File: config.mk
export PLATFORM = sky130hd
export DESIGN_NAME = fcst_classify
export DESIGN_NICKNAME = d
export VERILOG_FILES = /design/src/design/fcst_pkg.sv /design/src/design/fcst_classify.sv
export SDC_FILE = /design/constraint.sdc
export NUM_CORES = 1
export LEC_CHECK = 0
export ABC_CLOCK_PERIOD_IN_PS = 9610
export BUFFER_PORTS_ARGS = -buffer_cell sky130_fd_sc_hd__buf_2
export CORE_MARGIN = 5
export CORE_UTILIZATION = 50
export CTS_CLUSTER_DIAMETER = 50
export DETAILED_ROUTE_END_ITERATION = 12
export PLACE_DENSITY = 0.78
export SETUP_SLACK_MARGIN = 0.02
export SYNTH_ARGS = -nofsm -noshare
export SYNTH_HDL_FRONTEND = slang
export SYNTH_SLANG_ARGS = --single-unit
File: constraint.sdc
create_clock -name clk -period 9.61 [get_ports clk]
set_input_delay 0.4805 -clock clk [delete_from_list [all_inputs] [get_ports clk]]
set_output_delay 0.4805 -clock clk [all_outputs]
set_load 0.02 [all_outputs]
File: src/design/fcst_pkg.sv
package fcst_pkg;

    // ring geometry
    localparam int RING_SIZE     = 16;
    localparam int COMPASS_COUNT = 4;
    localparam int CELL_COUNT    = 2 * RING_SIZE - 1;

    // field widths
    localparam int PIX_W       = 8;
    localparam int HALF_W      = (RING_SIZE / 2) * PIX_W;
    localparam int DIFF_W      = PIX_W + 1;
    localparam int SCORE_W     = 13;
    localparam int RUN_W       = 5;
    localparam int CNEED_W     = 3;
    localparam int CFG_INDEX_W = 2;
    localparam int CFG_DATA_W  = 8;

    // register reset values and limits
    localparam logic [PIX_W-1:0]   THR_RESET   = 8'd10;
    localparam logic [RUN_W-1:0]   ARC_RESET   = 5'd12;
    localparam logic [RUN_W-1:0]   ARC_MAX     = RUN_W'(RING_SIZE);
    localparam logic [CNEED_W-1:0] CNEED_RESET = 3'd3;
    localparam logic [CNEED_W-1:0] CNEED_MAX   = CNEED_W'(COMPASS_COUNT);

    // configuration register indexes
    typedef enum logic [CFG_INDEX_W-1:0] {
        CFG_THRESHOLD      = 2'd0,
        CFG_ARC_LENGTH     = 2'd1,
        CFG_COMPASS_NEEDED = 2'd2
    } cfg_index_t;

    typedef logic signed [DIFF_W-1:0]  diff_t;
    typedef logic signed [SCORE_W-1:0] score_t;

    // one classified ring pixel
    typedef struct packed {
        logic  up;
        logic  dn;
        diff_t diff;
    } pix_t;

    // scan state handed from cell to cell
    typedef struct packed {
        logic                  done;
        logic [RUN_W-1:0]      n_up;
        logic [RUN_W-1:0]      n_dn;
        score_t                s_up;
        score_t                s_dn;
        score_t                score;
        pix_t [RING_SIZE-1:0]  pix;
    } scan_t;

    // compass pixels in cyclic order
    function automatic int compass_pos(input int k);
        int pos;
        case (k)
            0:       pos = 13;
            1:       pos = 1;
            2:       pos = 5;
            default: pos = 9;
        endcase
        return pos;
    endfunction

endpackage

File: src/design/fcst_classify.sv
module fcst_classify (
    input  logic                          clk,
    input  logic                          rst_n,
    input  logic                          in_valid,
    output logic                          in_stall,
    input  logic [fcst_pkg::PIX_W-1:0]    center_pixel,
    input  logic [fcst_pkg::HALF_W-1:0]   ring_first_half,
    input  logic [fcst_pkg::HALF_W-1:0]   ring_second_half,
    input  logic [fcst_pkg::PIX_W-1:0]    thr,
    input  logic [fcst_pkg::CNEED_W-1:0]  cneed,
    output logic                          out_valid,
    input  logic                          out_stall,
    output fcst_pkg::scan_t               scan_out
);
    import fcst_pkg::*;

    logic                    valid_reg;
    scan_t                   scan_reg;
    scan_t                   scan_next;
    logic [PIX_W-1:0]        ring_px [RING_SIZE];
    pix_t [RING_SIZE-1:0]    pix;
    logic [COMPASS_COUNT-1:0] cp_up;
    logic [COMPASS_COUNT-1:0] cp_dn;
    logic                    gate;
    diff_t                   thr_pos;
    diff_t                   thr_neg;

    // unpack ring words
    always_comb
    begin
        for (int k = 0; k < RING_SIZE / 2; k++)
        begin
            ring_px[k]                 = ring_first_half[PIX_W*k +: PIX_W];
            ring_px[k + RING_SIZE / 2] = ring_second_half[PIX_W*k +: PIX_W];
        end
    end

    // difference and polarity of every ring pixel
    always_comb
    begin
        thr_pos = diff_t'({1'b0, thr});
        thr_neg = -thr_pos;
        for (int k = 0; k < RING_SIZE; k++)
        begin
            pix[k].diff = diff_t'({1'b0, ring_px[k]}) - diff_t'({1'b0, center_pixel});
            pix[k].up   = pix[k].diff > thr_pos;
            pix[k].dn   = pix[k].diff < thr_neg;
        end
    end

    // quick gate over the compass pixels with wraparound
    always_comb
    begin
        logic all_up;
        logic all_dn;
        gate = 1'b0;
        for (int k = 0; k < COMPASS_COUNT; k++)
        begin
            cp_up[k] = pix[compass_pos(k)].up;
            cp_dn[k] = pix[compass_pos(k)].dn;
        end
        for (int s = 0; s < COMPASS_COUNT; s++)
        begin
            all_up = 1'b1;
            all_dn = 1'b1;
            for (int j = 0; j < COMPASS_COUNT; j++)
            begin
                if (CNEED_W'(j) < cneed)
                begin
                    all_up = all_up & cp_up[(s + j) % COMPASS_COUNT];
                    all_dn = all_dn & cp_dn[(s + j) % COMPASS_COUNT];
                end
            end
            gate = gate | all_up | all_dn;
        end
    end

    // fresh scan state; a failed gate is finished with a zero score
    always_comb
    begin
        scan_next.done  = ~gate;
        scan_next.n_up  = '0;
        scan_next.n_dn  = '0;
        scan_next.s_up  = '0;
        scan_next.s_dn  = '0;
        scan_next.score = '0;
        scan_next.pix   = pix;
    end

    // stage handshake
    assign in_stall  = valid_reg & out_stall;
    assign out_valid = valid_reg;
    assign scan_out  = scan_reg;

    always_ff @(posedge clk or negedge rst_n)
    begin
        if (!rst_n)
        begin
            valid_reg <= 1'b0;
        end
        else if (!in_stall)
        begin
            valid_reg <= in_valid;
        end
    end

    always_ff @(posedge clk)
    begin
        if (in_valid && !in_stall)
        begin
            scan_reg <= scan_next;
        end
    end

endmodule

# --- Word level (Yosys, flattened, before mapping) ---
# Cells that the tools add are included.
classes:
  n_addsub: 17
  n_lt_le_gt_ge: 36
  n_bitwise: 33
  reduce_logical: 2
  n_mux: 32
ops:
  columns: ["cell", "count"]
  rows:
  - ["$gt 9x9->1", 16]
  - ["$lt 9x9->1", 16]
  - ["$sub 8x8->9", 16]
  - ["$mux 1", 32]
  - ["$and 1x1->1", 25]
  - ["$neg 8->9", 1]
  - ["$or 1x1->1", 7]
  - ["$lt 1x3->1 const A", 2]
  - ["$lt 2x3->1 const A", 2]
  - ["$logic_and 1x1->1", 1]
  - ["$logic_not 1->1", 1]
  - ["$not 1->1", 1]
word_totals:
  inputBits: 151
  output_inout_bits: 228
  ff_bits: 178
  wordCells: 170

# --- Logic depth before layout (Yosys ltp) ---
depth:
  word_depth: 17
  mapped_depth: 19
  mapped_depth_nobuf: 19

# --- Worst setup path before layout ---
# OpenSTA, ideal clock, no wires.
synth_timing:
  path_kind: "reg-to-reg"
  startpoint: "register valid_reg, in the netlist out_valid"
  endpoint: "register scan_reg, in the netlist scan_out[0] (enable)"
  path_slack_ns: 0.410
  stages_incl_launch_ff: 3
  n_path_buf: 0
  setup_time_ns: 0.734
  required_ns: 8.876
  period_less_slack_ns: 9.200
  arrival_time_ns: 8.466
  path_cell_list: "dfrtp_1 and2_1 nor2b_1"
synth_between:
  elab_chain_cells: 3
synth_rtl:
  columns: ["item", "line", "source"]
  rows:
  - ["start, declared", "fcst_classify.sv:17", "logic valid_reg;"]
  - ["start signal, assigned", "fcst_classify.sv:103", "valid_reg <= in_valid;"]
  - ["$and 1x1->1", "fcst_classify.sv:91", "assign in_stall = valid_reg & out_stall;"]
  - ["named net in_stall", "fcst_classify.sv:5", "output logic in_stall,"]
  - ["$logic_not 1->1", "fcst_classify.sv:109", "if (in_valid && !in_stall)"]
  - ["$logic_and 1x1->1", "fcst_classify.sv:109", null]
  - ["end signal, assigned", "fcst_classify.sv:111", "scan_reg <= scan_next;"]
  - ["end, declared", "fcst_classify.sv:18", "scan_t scan_reg;"]
# The timed path passes the listed nets, and every way through them passes these cells.
# A chain may end at the register's enable or synchronous reset.

==> key figures <==
Outcome
  – Status: finished clean

Floorplan
  – DIE AREA: 36100 um^2
  – Die Y: ~190 um
  – Row cnt: 65
  – Die W: about 190 um
  – I/O Pins: 379
  – Initial Util: roughly half
  – Core area: approximately 32000 um^2

Final layout
  – Area grow syn2layout: 17.6%
  – Multi-input logic area: 10200 um^2
  – Final #Nets: around 2400
  – FF+latch area: roughly 5300 um^2
  – Layout cells sized above 1: between 20% and 30%
  – # fillers: about 2600

Worst setup path
  – FF-to-FF Start: out_valid
  – Worst path slowest cell: buf_4
  – CP cell instances: buf_2, inv_2, buf_4, ha_1, nor2b_1, o21ai_0, a21boi_0, o21ai_0, nand2b_1, a21o_1, a21oi_1, xnor2_1, ha_1, nand3_1, nand2b_1, a221oi_4, o21bai_2, a221o_1, a32oi_1, nor4_1
  – CP arrival: approximately 4.6 ns
  – Max FO, Critical Path: 31
  – CP startpoint kind: input pin
  – WS Path Type: input pin to flop
  – CP Data Required Time: slightly below 10 ns
  – Cell depth of the worst flop-to-flop path: 3
  – CP peak stage delay: 0.53 ns
  – CP endpoint kind: flop
  – CP startpoint: center_pixel[1]

Global route
  – First-pass GRT wire length: 74100 um
  – Vias in the first global route: around 14000
  – Congestion Overflow GR: 0
  – Gr usage total: between 20% and 30%
  – Largest net degree at the start of global routing: 178
  – Initial antenna violation count: 5

Pwr
  – Pleak: between 0.009 and 0.01 uW
  – Worst vdd ir: between 0.1 and 0.15 mV
  – Cell Pwr Density: 156 nW/um^2
  – Final Power: between 2000 and 3000 uW

Placed design
  – Port bufs: ~330
  – Post-DP HPWL: around 36000 um
  – GPL Wtd Cong: approximately 0.86

Yosys
  – Multiplexer area fraction after synthesis: 0.0618%
  – YS warnings: 0
  – Synthesis-stage register bit count: ~180
  – Synthesized cell area: between 15000 and 20000 um^2
  – Synth Area in Simple Gates: under 10%
  – Leading area contributor after synthesis: edfxtp_1
  – Mapped Cells: approximately 1500
  – Post-synth EDFFs: 177
  – Syn_area_per_cell: around 11 um^2
  – Top_reg_cell synth: edfxtp_1
  – Largest family of logic cells by synthesized area: adder cells
  – Sequential share of the synthesized area: approximately a third
  – Synth top area cells: edfxtp_1 (33%), ha_1 (30%), o21a_1 (5.8%)
  – Distinct cell type count of the synthesized netlist: 57
  – Share of the synthesized area in the top cell type: about a third
  – Synth Area in XOR/XNOR: a little over 5%
  – Async SR Flop Fraction: 0.562%
  – Complex-gate fraction of the synthesized area: about 17%
  – Adder-cell area share of the yosys netlist: 31.7%

Route
  – Final wirelength: slightly below 50000 um
  – Remaining DRCs: 0
  – Initial DRC count: a little over 700
  – Post-DR wirelength/cell: approximately 21 um
  – Post-DR vias/cell: about 5.6
  – First-pass DRT Iterations: 5
  – Antenna viol nets, final: 0
  – Vias: about 13000

STA
  – Clock Skew: 0.0172 ns
  – Crit share post-route: 45.2%
  – Final Max Tran Viols: 0
  – Final number of hold-violating endpoints: 0
  – RSZ-0062 raised after global routing: false
  – Post-layout min period: around 4.3 ns
  – Final setup fails: 0
  – Rel. slew slack: 30.3%
  – Worst-Margin Slew: 1.05 ns
  – Sum Neg Setup Slack: 0 ns
  – Fmax: 230 MHz

Clocking
  – Register clock-pin slew on the reported worst setup and hold paths: roughly 0.080 ns
  – Clock sinks: roughly 180
  – Clock latency on the worst-skew pair: around 0.46 ns
  – CTS tree: done
  – Post-CTS setup buffer count: 0
  – Max Root-Sink Buffers: 2
  – Root buffer cell: clkbuf_16
  – TritonCTS buffer count: 17
  – H-tree levels: 4

Hold path
  – Worst min-delay path class: input pin to flop
  – WHS Path Cells: 2
  – Hold path start: in_valid

Run
  – Max Cap Viol: 0
flip-flops by register name, summed over array words and instances, names as in the netlist:
signal / flops
out_valid: 1
scan_out: 177
cell usage after synthesis (17+ instances only):
cell	count
ha_1	385
edfxtp_1	177
inv_1	142
o21a_1	125
a21oi_1	86
nor2_1	71
xnor2_1	60
o21ai_0	59
buf_4	49
nand2_1	47
nor2b_1	47
xor2_1	33
o21bai_1	32
nand4_1	30
a21o_1	19
nand2b_1	17
worst paths after layout:
kind,to,slack [ns]
max in group asynchronous,out_valid,9.21
min,out_valid,0.24
min reg2reg,out_valid,0.71
min in group asynchronous,out_valid,0.32
max,scan_out[225],5.26
max reg2reg,scan_out[23],7.67
power breakdown:
group | leakage, uW | internal, uW | total [uW] | switching [uW]
combinational | 0.00702 | 511 | 1260 | 748
clock | 0.000282 | 385 | 714 | 329
sequential | 0.00170 | 977 | 1000 | 26.0
metal layers:
metal  global-route usage [%]  vias up  part of all wire, %
met5                        0        -                0.079
met4                     11.1        6                  3.7
met3                     5.10      111                  6.8
met2                     46.9      540                   49
met1                     32.6     6258                   41
li1                         -     6240                    -
repair_timing:
action / 4_1_cts / 5_1_grt
endpoints found under the hold margin: 1 / 0
resized for setup: 0 / 0
hold buffers: 1 / 0
metrics by stage:
stage / hold slack (ns) / utilization, % / instances / worst slack (ns) / cell area (um^2)
floorplan: 0.185 / - / 1559 / 0.410 / 16400
global placement: 0.256 / 58.0 / 2297 / 4.91 / 18500
detailed placement: 0.256 / 58.0 / 2297 / 4.83 / 18500
CTS: 0.217 / 59.9 / 2330 / 5.29 / 19000
global route: 0.241 / 59.9 / 2332 / 4.93 / 19000
finish: 0.245 / 59.9 / 2332 / 5.26 / 19000
worst max-delay path: cells and delay by family:
kind / cells / cell delay (ns)
compound gates: 9 / 2.00
xor+xnor: 1 / 0.13
fa+ha+maj: 2 / 0.65
buf+inv: 3 / 0.69
simple gates: 5 / 0.59
placed cells by master, fill, tap and decap left out, drive strengths merged, types with 6 or more instances in the layout:
cell / Yosys / final
ha: 385 / 385
o21a: 125 / 125
a21o: 19 / 19
clkinv: 0 / 6
fa: 16 / 16
nor2: 71 / 71
clkbuf: 1 / 17
a31o: 13 / 13
inv: 143 / 148
nand4: 30 / 30
xnor2: 60 / 60
conb: 1 / 49
a21boi: 9 / 9
a21oi: 87 / 87
nand2b: 17 / 17
nor3: 8 / 8
o21bai: 33 / 33
a211oi: 16 / 16
nand3: 14 / 14
nand2: 47 / 47
xor2: 33 / 33
nor2b: 48 / 48
edfxtp: 177 / 177
o21ai: 63 / 63
buf: 49 / 353
cell type report:
cell class,instances,share of cell area (%)
Clock inverter,15,0.815
Antenna cell,2,0.0263
Clock buffer,17,2.23
Inverter,143,2.82
Timing Repair Buffer,354,9.71
Sequential cell,178,28.0
Multi-Input combinational cell,1188,53.5
Tap cell,435,2.86
logic make-up (layout without fill, tap and decap cells):
kind of cell	Yosys count	count (layout)
xor gates and xnor gates	93	93
and+or+nand+nor	248	248
DFF	178	178
adders and majority gates	401	401
other	1	51
buffers and inverters	193	529
AOI/OAI and AO/OA	396	396
muxes	1	1
Note: power is estimated with default switching activity, not from simulation.
